<file path="config.mk">
export PLATFORM = sky130hd
export DESIGN_NAME = base64_stream_decoder
export DESIGN_NICKNAME = d
export VERILOG_FILES = /design/src/sv/b64_pkg.sv /design/src/sv/b64_step.sv /design/src/sv/base64_stream_decoder.sv
export SDC_FILE = /design/constraint.sdc
export NUM_CORES = 1
export LEC_CHECK = 0
export ABC_CLOCK_PERIOD_IN_PS = 5300
export BUFFER_PORTS_ARGS = -buffer_cell sky130_fd_sc_hd__buf_4
export CORE_MARGIN = 2
export CORE_UTILIZATION = 54
export DETAILED_ROUTE_END_ITERATION = 7
export PLACE_DENSITY = 0.75
export RECOVER_POWER = 50
export SETUP_SLACK_MARGIN = 0.15
export SLEW_MARGIN = 10
export SYNTH_ARGS = -nofsm -noshare
export SYNTH_HDL_FRONTEND = slang
export SYNTH_HIERARCHICAL = 1
export SYNTH_SLANG_ARGS = --single-unit
export TNS_END_PERCENT = 100
</file>
<file path="constraint.sdc">
create_clock -name clk -period 5.3 [get_ports clk]
set_input_delay 0.795 -clock clk [delete_from_list [all_inputs] [get_ports clk]]
set_output_delay 0.795 -clock clk [all_outputs]
set_load 0.005 [all_outputs]
</file>
<file path="src/sv/b64_pkg.sv">
// shared types, constants and the character lookup of the base64 stream decoder
package b64_pkg;

  localparam int COUNT_BITS_DEF = 16;
  localparam int CAP_W          = 16;
  localparam int BCOUNT_W       = 16;

  localparam logic [7:0]       CHAR_PAD  = 8'h3D;
  localparam logic [CAP_W-1:0] CAP_RESET = 16'hFFFF;

  typedef enum logic [1:0] {
    PH_FIRST,
    PH_SECOND,
    PH_THIRD,
    PH_FOURTH
  } phase_t;

  typedef struct packed {
    logic [7:0] char_code;
    logic       start_req;
  } in_beat_t;

  typedef struct packed {
    logic [7:0]          data_byte;
    logic                has_byte;
    logic                done_res;
    logic [BCOUNT_W-1:0] byte_count;
  } out_beat_t;

  typedef struct packed {
    phase_t     phase;
    logic [7:0] held;
    logic       held_valid;
    logic       stopped;
  } dec_state_t;

  // {alphabet hit, six-bit value}
  function automatic logic [6:0] sextet_of(input logic [7:0] c);
    logic [6:0] r;
    r = 7'd0;
    if (c inside {[8'h41:8'h5A]}) begin
      r = {1'b1, 6'(c - 8'h41)};
    end else if (c inside {[8'h61:8'h7A]}) begin
      r = {1'b1, 6'(c - 8'h61 + 8'd26)};
    end else if (c inside {[8'h30:8'h39]}) begin
      r = {1'b1, 6'(c - 8'h30 + 8'd52)};
    end else if (c == 8'h2B) begin
      r = {1'b1, 6'd62};
    end else if (c == 8'h2F) begin
      r = {1'b1, 6'd63};
    end
    return r;
  endfunction

endpackage

</file>
<file path="src/sv/b64_step.sv">
// next-state and result logic for one character beat
module b64_step
  import b64_pkg::*;
#(
  parameter int COUNT_BITS = COUNT_BITS_DEF
) (
  input  dec_state_t            st,
  input  logic [COUNT_BITS-1:0] cnt,
  input  logic [CAP_W-1:0]      cap,
  input  in_beat_t              beat,
  output dec_state_t            st_nxt,
  output logic [COUNT_BITS-1:0] cnt_nxt,
  output logic                  res_valid,
  output out_beat_t             res
);

  localparam int CMPW = (COUNT_BITS > CAP_W) ? COUNT_BITS : CAP_W;

  logic [6:0]            sx;
  logic                  sx_ok;
  logic [5:0]            sx_val;
  logic [CMPW-1:0]       cap_ext;
  logic [CMPW-1:0]       mask_ext;
  logic [CMPW-1:0]       cap_eff;
  logic [CMPW-1:0]       cnt_ext;
  logic [CMPW-1:0]       fin_cnt;
  dec_state_t            cur;
  logic [COUNT_BITS-1:0] cur_cnt;
  logic [7:0]            h;
  logic                  fin;
  logic                  pad;
  logic                  drop;

  assign sx     = sextet_of(beat.char_code);
  assign sx_ok  = sx[6];
  assign sx_val = sx[5:0];

  assign cap_ext  = CMPW'(cap);
  assign mask_ext = CMPW'({COUNT_BITS{1'b1}});
  assign cap_eff  = (cap_ext > mask_ext) ? mask_ext : cap_ext;

  always_comb begin
    cur     = st;
    cur_cnt = cnt;
    if (beat.start_req) begin
      cur     = '0;
      cur_cnt = '0;
    end
    cnt_ext   = CMPW'(cur_cnt);
    st_nxt    = cur;
    cnt_nxt   = cur_cnt;
    res_valid = 1'b0;
    res       = '0;
    h         = cur.held;
    fin       = 1'b0;
    pad       = 1'b0;
    drop      = 1'b0;
    fin_cnt   = cnt_ext;
    if (!cur.stopped) begin
      if (!sx_ok) begin
        fin = 1'b1;
        pad = (beat.char_code == CHAR_PAD);
      end else begin
        case (cur.phase)
          PH_FIRST: begin
            if (cnt_ext >= cap_eff) begin
              fin = 1'b1;
            end else begin
              res_valid         = cur.held_valid;
              res.data_byte     = cur.held_valid ? cur.held : 8'd0;
              res.has_byte      = cur.held_valid;
              st_nxt.held       = {sx_val, 2'b00};
              st_nxt.held_valid = 1'b1;
              st_nxt.phase      = PH_SECOND;
              cnt_nxt           = cur_cnt + 1'b1;
            end
          end
          PH_SECOND: begin
            if (cnt_ext > cap_eff) begin
              fin = 1'b1;
            end else begin
              h = cur.held | {6'd0, sx_val[5:4]};
              if (cnt_ext >= cap_eff) begin
                fin = 1'b1;
              end else begin
                res_valid     = 1'b1;
                res.data_byte = h;
                res.has_byte  = 1'b1;
                st_nxt.held   = {sx_val[3:0], 4'd0};
                st_nxt.phase  = PH_THIRD;
                cnt_nxt       = cur_cnt + 1'b1;
              end
            end
          end
          PH_THIRD: begin
            if (cnt_ext > cap_eff) begin
              fin = 1'b1;
            end else begin
              h = cur.held | {4'd0, sx_val[5:2]};
              if (cnt_ext >= cap_eff) begin
                fin = 1'b1;
              end else begin
                res_valid     = 1'b1;
                res.data_byte = h;
                res.has_byte  = 1'b1;
                st_nxt.held   = {sx_val[1:0], 6'd0};
                st_nxt.phase  = PH_FOURTH;
                cnt_nxt       = cur_cnt + 1'b1;
              end
            end
          end
          PH_FOURTH: begin
            if (cnt_ext > cap_eff) begin
              fin = 1'b1;
            end else begin
              st_nxt.held  = cur.held | {2'd0, sx_val};
              st_nxt.phase = PH_FIRST;
            end
          end
          default: begin
            st_nxt = cur;
          end
        endcase
      end
      if (fin) begin
        // pad drops the held byte once anything was counted
        drop           = pad && (cnt_ext != '0);
        fin_cnt        = drop ? (cnt_ext - 1'b1) : cnt_ext;
        st_nxt         = cur;
        st_nxt.stopped = 1'b1;
        cnt_nxt        = cur_cnt;
        res_valid      = 1'b1;
        res.has_byte   = cur.held_valid && !drop;
        res.data_byte  = (cur.held_valid && !drop) ? h : 8'd0;
        res.done_res   = 1'b1;
        res.byte_count = fin_cnt[BCOUNT_W-1:0];
      end
    end
  end

endmodule

</file>
<file path="src/sv/base64_stream_decoder.sv">
// top level of the base64 stream decoder: state, capacity register and result register
//
//   channel  direction  handshake          beat
//   in_      input      in_valid/in_stall  in_beat_t  (char_code, start_req)
//   out_     output     out_valid/out_stall out_beat_t (data_byte, has_byte, done_res, byte_count)
//   cfg_     input      cfg_valid/cfg_ready byte_capacity, 16 bit
//
// one character per cycle while in_stall is low; a result appears in the cycle after its character is taken
// the decode step is combinational between the state registers and the result register
// in_stall is high only while a result is held and out_stall is high
// rst_n clears the decoder state and the result valid flag and sets the capacity to 65535
// cfg_ready is always high
module base64_stream_decoder
  import b64_pkg::*;
#(
  parameter int COUNT_BITS = COUNT_BITS_DEF
) (
  input  logic             clk,
  input  logic             rst_n,
  input  logic             in_valid,
  output logic             in_stall,
  input  in_beat_t         in_data,
  output logic             out_valid,
  input  logic             out_stall,
  output out_beat_t        out_data,
  input  logic             cfg_valid,
  output logic             cfg_ready,
  input  logic [CAP_W-1:0] cfg_data
);

  dec_state_t            st_r;
  dec_state_t            st_nxt;
  logic [COUNT_BITS-1:0] cnt_r;
  logic [COUNT_BITS-1:0] cnt_nxt;
  logic [CAP_W-1:0]      cap_r;
  logic                  out_valid_r;
  out_beat_t             out_data_r;
  logic                  res_valid;
  out_beat_t             res;
  logic                  in_acc;

  assign cfg_ready = 1'b1;
  assign in_stall  = out_valid_r && out_stall;
  assign in_acc    = in_valid && !in_stall;
  assign out_valid = out_valid_r;
  assign out_data  = out_data_r;

  b64_step #(
    .COUNT_BITS(COUNT_BITS)
  ) u_step (
    .st        (st_r),
    .cnt       (cnt_r),
    .cap       (cap_r),
    .beat      (in_data),
    .st_nxt    (st_nxt),
    .cnt_nxt   (cnt_nxt),
    .res_valid (res_valid),
    .res       (res)
  );

  always_ff @(posedge clk) begin
    if (!rst_n) begin
      cap_r <= CAP_RESET;
    end else if (cfg_valid && cfg_ready) begin
      cap_r <= cfg_data;
    end
  end

  always_ff @(posedge clk) begin
    if (!rst_n) begin
      st_r  <= '0;
      cnt_r <= '0;
    end else if (in_acc) begin
      st_r  <= st_nxt;
      cnt_r <= cnt_nxt;
    end
  end

  always_ff @(posedge clk) begin
    if (!rst_n) begin
      out_valid_r <= 1'b0;
    end else if (in_acc && res_valid) begin
      out_valid_r <= 1'b1;
    end else if (out_valid_r && !out_stall) begin
      out_valid_r <= 1'b0;
    end
  end

  always_ff @(posedge clk) begin
    if (in_acc && res_valid) begin
      out_data_r <= res;
    end
  end

  // stall only with a result waiting
  a_stall_needs_result: assert property (@(posedge clk) disable iff (!rst_n)
    in_stall |-> out_valid_r)
    else $error("input stalled with no result held");

  // a held byte is always counted
  a_held_counted: assert property (@(posedge clk) disable iff (!rst_n)
    st_r.held_valid |-> (cnt_r != '0))
    else $error("held byte without a count");

  // mid-quartet implies a held byte
  a_phase_held: assert property (@(posedge clk) disable iff (!rst_n)
    (st_r.phase != PH_FIRST) |-> st_r.held_valid)
    else $error("quartet in progress without a held byte");

  // once stopped, only a start moves the count
  a_stopped_frozen: assert property (@(posedge clk) disable iff (!rst_n)
    (st_r.stopped && in_acc && !in_data.start_req) |=> $stable(cnt_r))
    else $error("count moved after a stop");

endmodule
</file>
# Yosys cells after proc, flatten, opt, wreduce, memory -nomap -nowiden
# Cells that the tools add are included.
# op_classes
addsub	7
magnitude_cmp	9
n_eq_ne	6
n_mux	57
bitwise_logic	4
n_reduce_logical	17
# ops
op	n
$mux W16	8
$mux W9	6
$mux W10	5
$mux W12	4
$mux W8	5
$pmux W10 S4	1
$mux W7	5
$pmux W16 S2	1
$pmux W9 S3	1
$mux W26	1
$eq A8 B6 Y1 const B	3
$add A16 B1 Y16 const B	1
$ge A16 B16 Y1	1
$ge A8 B7 Y1 const B	2
$gt A16 B16 Y1	1
$gt A16 B16 Y1 const B	1
$le A8 B7 Y1 const B	2
$mux W1	16
$pmux W8 S2	1
$reduce_bool A16 Y1	1
$sub A16 B1 Y16 const B	1
$sub A6 B6 Y6 const B	2
$mux W11	1
$logic_and A1 B1 Y1	9
17 further kinds	21
# word_totals
regBits	71
output_inout_bits	29
word_cells	111

# Depth between registers and ports, before layout
# Gate-level depths: netlist of run 1.
# logic_depth
depth_word	13
depth_mapped	17
ltp_nobuf	12

# By module
# The synthesis of run 1 kept the hierarchy.
# by_module_without_submodules
module	n_inst	cells_per_inst	area_per_inst_um2	seq_area_each_um2
b64_step	1	476	3042.9	0.0
base64_stream_decoder	1	208	2543.7	1681.6

# Least setup slack after synthesis of run 1
# OpenSTA, ideal clock, no wires.
# synth_path
path_type	in2reg
from	input port in_data[0] (netlist name)
to	register out_data_r (netlist bit out_data[0]) (enable)
setup_ns	0.409
arrival_ns	4.630
required_time_ns	4.891
setup_slack_ns	0.262
stages	14
path_cell_list	buf_4 -> clkbuf_1 -> clkbuf_1 -> nor2b_1 -> ha_1 -> nand4_2 -> nor4_4 -> nand2_1 -> o211a_1 -> o21ai_0 -> nand2_1 -> o21ai_0 -> nand2_1 -> nor2_1
# synth_between
elab_chain_cells	10
# synth_lines
item	line	source
from (decl)	base64_stream_decoder.sv:22	input in_beat_t in_data,
$mux W16	b64_step.sv:45	if (beat.start_req) begin
$ge A16 B16 Y1	b64_step.sv:66, b64_step.sv:83, b64_step.sv:100	
$mux W1	b64_step.sv:66, b64_step.sv:83, b64_step.sv:100	
$mux W1	b64_step.sv:96	if (cnt_ext > cap_eff) begin
$pmux W1 S3	b64_step.sv:64	case (cur.phase)
$mux W1	b64_step.sv:60	if (!sx_ok) begin
$mux W1	b64_step.sv:59	if (!cur.stopped) begin
$mux W1	b64_step.sv:125	if (fin) begin
$mux W1 *	b64_step.sv:59	
named net res_valid	base64_stream_decoder.sv:38	logic res_valid;
$logic_and A1 B1 Y1 *	base64_stream_decoder.sv:90	if (in_acc && res_valid) begin
to (signal assigned)	base64_stream_decoder.sv:91	out_data_r <= res;
to (decl)	base64_stream_decoder.sv:37	out_beat_t out_data_r;
# The timed path passes the listed nets; every way through them passes the cells marked *. The select of a mux whose other input is x is not followed.
# A chain may end at the register's enable or synchronous reset.

# Final worst setup path of run 1
# layout_path
from	input port in_data[0] (netlist name)
to	register out_data_r (netlist bit out_data[6]) (enable)
# The elaborated chain is that of the path after synthesis.

==> impl_summary.txt, run 1 <==
----------------------------------------------------
[Place]
  Placed wire-length estimate after detailed placement ... between 10,000 and 15,000 µm
  Placed cell count ... 843
  Placement-stage worst setup slack ... about 630 ps
  Routability cong. ... 0.998
  Port Buffers ... 57

[Floorplanning]
  Number of top-level design ports ... around 60
  Placeable core region ... between 0.01 and 0.015 mm²
  Row count ... 37
  Y dimension of the die ... roughly 110 µm
  Die width ... between 100 and 150 µm
  Effective utilization at floorplan ... 54.9%
  Die area ... around 0.011 mm²

[Global route]
  Total Routing Usage GR ... a little over a quarter
  Vias in the first global route ... 4,822
  Largest net degree at the start of global routing ... 74
  Number of antenna violations at the first check in global routing ... 0
  Wire length of the first global-routing pass ... 24,200 µm
  Remaining Overflow, GRT ... 0

[Timing]
  Max Transition Viols Final ... between 70 and 80
  Period utilisation layout ... between 80% and 90%
  Worst Clk Skew ... 13.4 ps
  Least setup slack across all paths after layout ... 544 ps
  Transition time at the pin with the least slew margin ... a little under 3000 ps
  Remaining max-slew budget at the tightest pin ... -94.9%
  Number of failing hold endpoints at the final stage ... 0
  Maximum clock frequency ... about 0.21 GHz
  Final count of negative-setup-slack endpoints ... 0
  Aggregate negative setup slack ... 0 ps
  Unrepaired setup endpoints after global routing ... false
  Min cycle time layout ... between 4000 and 5000 ps

[Synth]
  Sequential share of the synthesized area ... between 30 and 40%
  Portion of synthesized cell area occupied by the leading cell type ... about 16%
  Synth unique cells ... slightly above 80
  Share of synthesized registers carrying an async set or reset ... 0%
  Average size of a mapped cell ... between 8 and 9 µm²
  Cell area after synthesis ... ~0.0056 mm²
  Post-synthesis register bit count ... between 70 and 80
  Total number of yosys warnings ... 6
  Largest area contributor in the netlist ... sky130_fd_sc_hd__dfxtp_1
  Syn_nets ... roughly 740
  Biggest area contributors in the synthesized netlist ... sky130_fd_sc_hd__dfxtp_1 16%, sky130_fd_sc_hd__edfxtp_1 14%, sky130_fd_sc_hd__mux2i_1 8.6%, sky130_fd_sc_hd__nand2_1 7.7%, sky130_fd_sc_hd__ha_1 6.5%
  Top FF cell, synth ... sky130_fd_sc_hd__dfxtp_1
  Number of instances in the synthesized netlist ... roughly 680
  Number of flops mapped to enable cells by yosys ... 26

[Worst setup path]
  Worst Reg2Reg Path Length in Cells ... 13
  Crit Path Class ... input port to flop
  Critical path depth ... 14
  Critical Path RT ... between 5000 and 6000 ps
  Kind of start point of the critical path ... input port
  Crit. End Element ... flop
  CP Data Arrival Time ... 4780 ps
  Family with the most delay on the worst path ... buffers and inverters
  Dominant cell type by count on the critical path ... sky130_fd_sc_hd__nand2_1
  Highest fanout seen on the critical path ... 47
  Slowest cell on crit path ... sky130_fd_sc_hd__clkbuf_1
  Maximum single-stage delay on the critical path ... roughly 660 ps
  Worst path buffer plus inverter count ... 4
  Cell Chain, Critical Path ... buf_4 -> nand2b_1 -> inv_1 -> ha_1 -> and2_0 -> mux2_2 -> nand2_1 -> o211a_1 -> clkbuf_1 -> nand2_1 -> o21ai_0 -> nand2_1 -> nor2_2 -> buf_4

[Clocking]
  Total setup buffers inserted after CTS ... 0
  Clock buffer depth ... 2
  Clock transition at the register clock pins on the worst setup and hold paths after CTS ... around 70 ps
  Worst skew pair latency ... roughly 360 ps
  Cell at the root of the clock tree ... sky130_fd_sc_hd__clkbuf_8
  Number of hold buffers added after CTS ... 0
  Post-CTS resize count ... 0
  TritonCTS clock tree ... yes
  Clock tree sinks ... between 70 and 80
  CTS H-Tree Depth ... 3
  TritonCTS Buffers ... 9

[Layout]
  Diodes inserted ... 0
  Number of nets in the finished design ... roughly 780
  Fillers ... around 930
  Final core occ ... between 60% and 70%
  Non-Filler Instances ... ~860
  Fraction of layout instances using a drive strength above 1 ... around 14%
  Layout area overhead ... 10.8%

[Detailed routing]
  Number of violations reported at the end of detailed-routing iteration 0 ... about 730
  Remaining design rule violation count ... 0
  Antenna-violating nets left ... 0
  Detailed-route vias per instance ... slightly above 6
  Via count ... approximately 5,300
  Routed length per placed instance ... between 15 and 20 µm
  Total iterations of the first detailed-routing run ... 5
  Overall routed net length ... roughly 15,000 µm

[Run status]
  Status ... finished with violations
  Violated checks ... max-capacitance violations, max-slew violations

[Run]
  # Max-Cap Violations ... 1

[Power]
  Worst IR drop on VDD ... 154 µV
  Power per unit of standard cell area ... 203 mW/mm²
  Static leakage ... 0.00260 µW

[Worst hold path]
  Number of cells on the worst hold path ... 2
  Path class of the lowest-slack min-delay path ... flop to flop

----------------------------------------------------
## state kept, by name, indices dropped and copies added, names as in the netlist
| signal | count |
|---|---|
| cnt_r | 16 |
| st_r | 12 |
| out_data | 26 |
| out_valid | 1 |
| cap_r | 16 |
## power breakdown
group / internal, µW / total (µW) / switching [µW]
logic: 84.0 / 210 / 126
registers: 590 / 602 / 11.5
clock network: 243 / 445 / 202
## layout make-up
type / count / area (µm²) / share of cell area (%)
Tap cell: 136 / 170 / 2.75
Timing Repair Buffer: 64 / 467 / 7.54
Inverter: 38 / 143 / 2.30
Clock buffer: 13 / 159 / 2.57
Clock inverter: 3 / 42.5 / 0.687
Sequential cell: 71 / 1680 / 27.2
Multi-Input combinational cell: 534 / 3530 / 57.0
## worst min-delay path: cells and delay by family (launching register included)
| kind | cells | cell delay, ps |
|---|---|---|
| flops | 1 | 310 |
| mux | 1 | 50 |
| simple gates | 1 | 50 |
## stage by stage
step / total power, µW / area [µm²] / hold slack [ps]
finish: 1260 / 6190 / 456
global placement: 818 / 6010 / 438
CTS: 1270 / 6210 / 461
floorplan: 752 / 5590 / 430
global route: 1310 / 6190 / 481
detailed placement: 823 / 6010 / 445
## final timing paths
check                  start  slack [ps]          end
setup / recovery  in_data[0]         540  out_data[6]
hold / removal       st_r[2]         460      st_r[2]
setup reg to reg   cnt_r[13]        1050  out_data[6]
hold reg to reg      st_r[2]         460      st_r[2]
## synth_stat cells (4+ instances only)
| master | instances |
|---|---|
| sky130_fd_sc_hd__or2_2 | 6 |
| sky130_fd_sc_hd__edfxtp_1 | 26 |
| sky130_fd_sc_hd__nor2b_1 | 20 |
| sky130_fd_sc_hd__nor3_1 | 17 |
| sky130_fd_sc_hd__inv_1 | 38 |
| sky130_fd_sc_hd__and2_1 | 4 |
| sky130_fd_sc_hd__xor2_1 | 5 |
| sky130_fd_sc_hd__nor3b_1 | 5 |
| sky130_fd_sc_hd__buf_2 | 16 |
| sky130_fd_sc_hd__dfxtp_1 | 45 |
| sky130_fd_sc_hd__clkbuf_1 | 14 |
| sky130_fd_sc_hd__nand3_1 | 21 |
| sky130_fd_sc_hd__nand2b_1 | 14 |
| sky130_fd_sc_hd__mux2i_1 | 48 |
| sky130_fd_sc_hd__nor2_1 | 40 |
| sky130_fd_sc_hd__o21a_1 | 5 |
| sky130_fd_sc_hd__a22oi_1 | 5 |
| sky130_fd_sc_hd__nand4_1 | 9 |
| sky130_fd_sc_hd__o211ai_1 | 5 |
| sky130_fd_sc_hd__xnor2_1 | 8 |
| sky130_fd_sc_hd__or3_1 | 7 |
| sky130_fd_sc_hd__a21oi_1 | 31 |
| sky130_fd_sc_hd__a21o_1 | 5 |
| sky130_fd_sc_hd__o21ai_0 | 26 |
| sky130_fd_sc_hd__nor4_1 | 4 |
| sky130_fd_sc_hd__a31oi_1 | 11 |
| sky130_fd_sc_hd__o32ai_1 | 4 |
| sky130_fd_sc_hd__nand2_1 | 114 |
| sky130_fd_sc_hd__o31ai_1 | 7 |
| sky130_fd_sc_hd__a31o_2 | 4 |
| sky130_fd_sc_hd__a211oi_1 | 5 |
| sky130_fd_sc_hd__ha_1 | 29 |
| sky130_fd_sc_hd__and3_1 | 10 |
## cell usage in the layout (no fill, tap or decap), drive strengths merged, types with 4 or more instances in the layout
master	instances
nand2	114
mux2i	48
dfxtp	45
clkbuf	45
nor2	41
inv	38
buf	32
a21oi	31
ha	29
o21ai	27
edfxtp	26
nand3	21
nor2b	21
nor3	18
nand2b	14
a31oi	11
and3	10
nand4	10
xnor2	8
or3	7
o31ai	7
or2	7
o211ai	6
a211oi	6
o21a	5
a21o	5
xor2	5
nor3b	5
a22oi	5
nor4	5
and2	5
a31o	4
o32ai	4
o211a	4
## per-layer routing
layer / vias up / GRT usage [%] / wire length [µm] / part of all wire (%)
li1: 2529 / - / - / -
met1: 2457 / 38.8 / 6850 / 46
met2: 290 / 40.0 / 6460 / 43
met3: 31 / 4.89 / 1260 / 8.4
met4: 0 / 10.2 / 363 / 2.4
met5: - / 0 / 0 / 0
## cells by family (layout without fill, tap and decap cells)
| kind of cell | after synthesis | after routing | share of synthesized area [%] |
|---|---|---|---|
| DFF | 71 | 71 | 30.1 |
| AOI/OAI and AO/OA | 145 | 145 | 18.3 |
| other | 1 | 1 | 0.0671 |
| xor gates and xnor gates | 13 | 13 | 2.04 |
| adders and majority gates | 29 | 29 | 6.49 |
| buffers and inverters | 79 | 118 | 6.81 |
| and+or+nand+nor | 296 | 296 | 27.2 |
| muxes | 50 | 50 | 9.00 |
No activity file was read; power rests on OpenSTA's default activity.
==> inputs of run 2 (changes only) <==
--- a/config.mk
+++ b/config.mk
@@ -7,11 +7,12 @@
 export LEC_CHECK = 0
 export ABC_CLOCK_PERIOD_IN_PS = 5300
 export BUFFER_PORTS_ARGS = -buffer_cell sky130_fd_sc_hd__buf_4
+export CORE_ASPECT_RATIO = 1.5
 export CORE_MARGIN = 2
 export CORE_UTILIZATION = 54
 export DETAILED_ROUTE_END_ITERATION = 7
 export PLACE_DENSITY = 0.75
-export RECOVER_POWER = 50
+export RECOVER_POWER = 25
 export SETUP_SLACK_MARGIN = 0.15
 export SLEW_MARGIN = 10
 export SYNTH_ARGS = -nofsm -noshare
==> run 2 against run 1 <==
- the run still ends with max-capacitance violations, max-slew violations left
- sequential power about the same
- largest cell class unchanged
- clock skew down 6.6 ps
- clock-buffer cell count is 1 higher
- setup slack better by 380 ps
- power increased by 15%
- cell area rose by 1.5%
- critical endpoint is now out_data[2]
- hold slack got worse by 2.2 ps
- global-route usage rose by 3.7 points
- register-to-register slack improved by 280 ps
- final cell count decreased by 2.3%
- die area is 0.15% higher
- wire length grew 14%
==> impl_summary.txt, run 2 (synthesis results as in run 1) <==
----------------------------------------------------
[Run status]
  Status ... finished with violations
  Violated checks ... max-capacitance violations, max-slew violations

[Global route]
  Vias in the first global route ... 5,296 (+9.8%)
  Total Routing Usage GR ... 30.6% (+3.7 points)
  Largest net degree at the start of global routing ... 74 (unchanged)
  Wire length of the first global-routing pass ... 26,300 µm (+8.6%)
  Number of antenna violations at the first check in global routing ... 0 (unchanged)
  Remaining Overflow, GRT ... 0 (unchanged)

[Clocking]
  Clock buffer depth ... 2 (unchanged)
  Post-CTS resize count ... 0 (unchanged)
  CTS H-Tree Depth ... 3 (unchanged)
  TritonCTS clock tree ... yes
  Cell at the root of the clock tree ... sky130_fd_sc_hd__clkbuf_16
  Clock transition at the register clock pins on the worst setup and hold paths after CTS ... 60 ps (about the same)
  TritonCTS Buffers ... 9 (unchanged)
  Number of hold buffers added after CTS ... 0 (unchanged)
  Clock tree sinks ... 71 (unchanged)
  Total setup buffers inserted after CTS ... 0 (unchanged)
  Worst skew pair latency ... 340 ps (-20 ps)

[Floorplanning]
  Placeable core region ... 0.0101 mm² (-1.0%)
  Y dimension of the die ... 129 µm (+22%)
  Effective utilization at floorplan ... 55.4% (+0.58 points)
  Row count ... 45 (+22%)
  Die width ... 87.1 µm (-18%)
  Die area ... 0.0112 mm² (+0.15%)
  Number of top-level design ports ... 59 (unchanged)

[Timing]
  Number of failing hold endpoints at the final stage ... 0 (unchanged)
  Period utilisation layout ... 82.7% (-7.1 points)
  Final count of negative-setup-slack endpoints ... 0 (unchanged)
  Min cycle time layout ... 4380 ps (-376 ps)
  Remaining max-slew budget at the tightest pin ... -96.3% (-1.4 points)
  Unrepaired setup endpoints after global routing ... false
  Worst Clk Skew ... 6.82 ps (-6.59 ps)
  Max Transition Viols Final ... 74 (unchanged)
  Maximum clock frequency ... 0.228 GHz (+8.6%)
  Transition time at the pin with the least slew margin ... 2940 ps (+21.6 ps)
  Aggregate negative setup slack ... 0 ps (unchanged)

[Layout]
  Max reg flops ... 26 (unchanged)
  Diodes inserted ... 0 (unchanged)
  Final core occ ... 62.4% (+1.6 points)
  Layout area overhead ... 12.5%
  Total area of sequential cells ... 0.00168 mm² (unchanged)
  Most common cell after layout, fill and taps aside ... sky130_fd_sc_hd__nand2_1
  Most used cells in the layout excluding fill and tap cells ... 114 x sky130_fd_sc_hd__nand2_1, 48 x sky130_fd_sc_hd__mux2i_1, 47 x sky130_fd_sc_hd__buf_4, 45 x sky130_fd_sc_hd__dfxtp_1, 39 x sky130_fd_sc_hd__nor2_1
  Fillers ... 915 (-1.7%)
  Number of nets in the finished design ... 776 (-0.13%)
  Fraction of layout instances using a drive strength above 1 ... 14.3% (+0.16 points)
  Footprint of the multi-input gates ... 0.00353 mm² (+0.14%)

[Worst setup path]
  Crit path capture ... out_data[2]
  CP Data Arrival Time ... 4390 ps (-390 ps)
  Reg2Reg Launch Point ... cnt_r[11]
  Crit. Startpoint ... in_data[0]
  Kind of start point of the critical path ... input port
  Reg2reg setup slack ... 1330 ps (+280 ps)
  Critical Path RT ... 5300 ps (-30 ps)
  Highest fanout seen on the critical path ... 47 (unchanged)
  Worst Reg2Reg Path Length in Cells ... 13 (unchanged)
  Crit. End Element ... flop
  Crit Path Class ... input port to flop
  Destination of the worst register-to-register timing path ... out_data[2]

[Power]
  Power per unit of standard cell area ... 231 mW/mm² (+14%)
  Worst IR drop on VDD ... 126 µV (-18%)
  Static leakage ... 0.00265 µW (+2.2%)

[Detailed routing]
  Remaining design rule violation count ... 0 (unchanged)
  Overall routed net length ... 17,000 µm (+14%)
  Antenna-violating nets left ... 0 (unchanged)
  Detailed-route vias per instance ... 6.47 (+4.8%)
  Total iterations of the first detailed-routing run ... 8 (+3)
  Routed length per placed instance ... 20.3 µm (+17%)
  Number of violations reported at the end of detailed-routing iteration 0 ... 354 (-51%)
  Via count ... 5,432 (+2.4%)

[Run]
  # Max-Cap Violations ... 1 (unchanged)

[Place]
  Port Buffers ... 57 (unchanged)
  Routability cong. ... 0.988 (-0.95%)
  Placed wire-length estimate after detailed placement ... 12,500 µm (+14%)

[Worst hold path]
  Path class of the lowest-slack min-delay path ... flop to flop

----------------------------------------------------
run 2: cell types whose count changed in the layout (fill, tap and decap cells not counted), sizes merged:
cell	delta
clkinv	-1
clkbuf	-15
buf	+15
run 2: cell type report:
class / count / area share (%)
multi-input cells: 534 / 56.2
flip-flops and latches: 71 / 26.7
repair buffers: 63 / 7.46
clock buffers: 14 / 4.38
well taps: 117 / 2.33
inverters: 38 / 2.27
clock inverters: 2 / 0.597
run 2: worst min path at each step:
stage,from,endpoint,cells past startpoint
after CTS,st_r[4],st_r[4],2
after global routing,st_r[3],st_r[3],2
after detailed placement,st_r[4],st_r[4],2
after floorplan,st_r[11],st_r[11],2
after global placement,st_r[5],st_r[5],2
final,st_r[4],st_r[4],2
run 2: routing by layer:
layer / wire [µm] / GRT usage (%)
met1: 5780 / 29.6
met2: 9140 / 56.0
met3: 740 / 5.32
met4: 1340 / 23.5
met5: 0 / 0
run 2: where the power goes:
part | leakage (µW) | internal, µW | switching [µW] | total, µW
logic | 0.00188 | 86.2 | 130 | 216
registers | 0.000623 | 591 | 12.0 | 603
clock network | 0.000148 | 406 | 225 | 632
total | 0.00265 | 1080 | 367 | 1450
run 2: stage by stage:
| stage | setup slack, ps | cell area [µm²] | hold WS (ps) | std cells | total power, µW |
|---|---|---|---|---|---|
| after floorplan | 262 | 5590 | 430 | 684 | 752 |
| after global placement | 841 | 5980 | 443 | 823 | 821 |
| after detailed placement | 674 | 5980 | 448 | 823 | 827 |
| after CTS | 985 | 6290 | 457 | 839 | 1460 |
| after global routing | 531 | 6290 | 477 | 839 | 1500 |
| final | 919 | 6290 | 454 | 839 | 1450 |
run 2: worst max-delay path, stage by stage:
cell	delay [ps]
sky130_fd_sc_hd__buf_4	380
sky130_fd_sc_hd__nand2b_1	230
sky130_fd_sc_hd__inv_1	110
sky130_fd_sc_hd__ha_1	330
sky130_fd_sc_hd__nand4_1	180
sky130_fd_sc_hd__nor4_4	340
sky130_fd_sc_hd__nand2_1	210
sky130_fd_sc_hd__o211a_1	400
sky130_fd_sc_hd__o21ai_0	470
sky130_fd_sc_hd__nand2_1	100
sky130_fd_sc_hd__buf_4	210
sky130_fd_sc_hd__o21ai_0	100
sky130_fd_sc_hd__nand2_1	110
sky130_fd_sc_hd__nor2_2	100
sky130_fd_sc_hd__buf_4	320
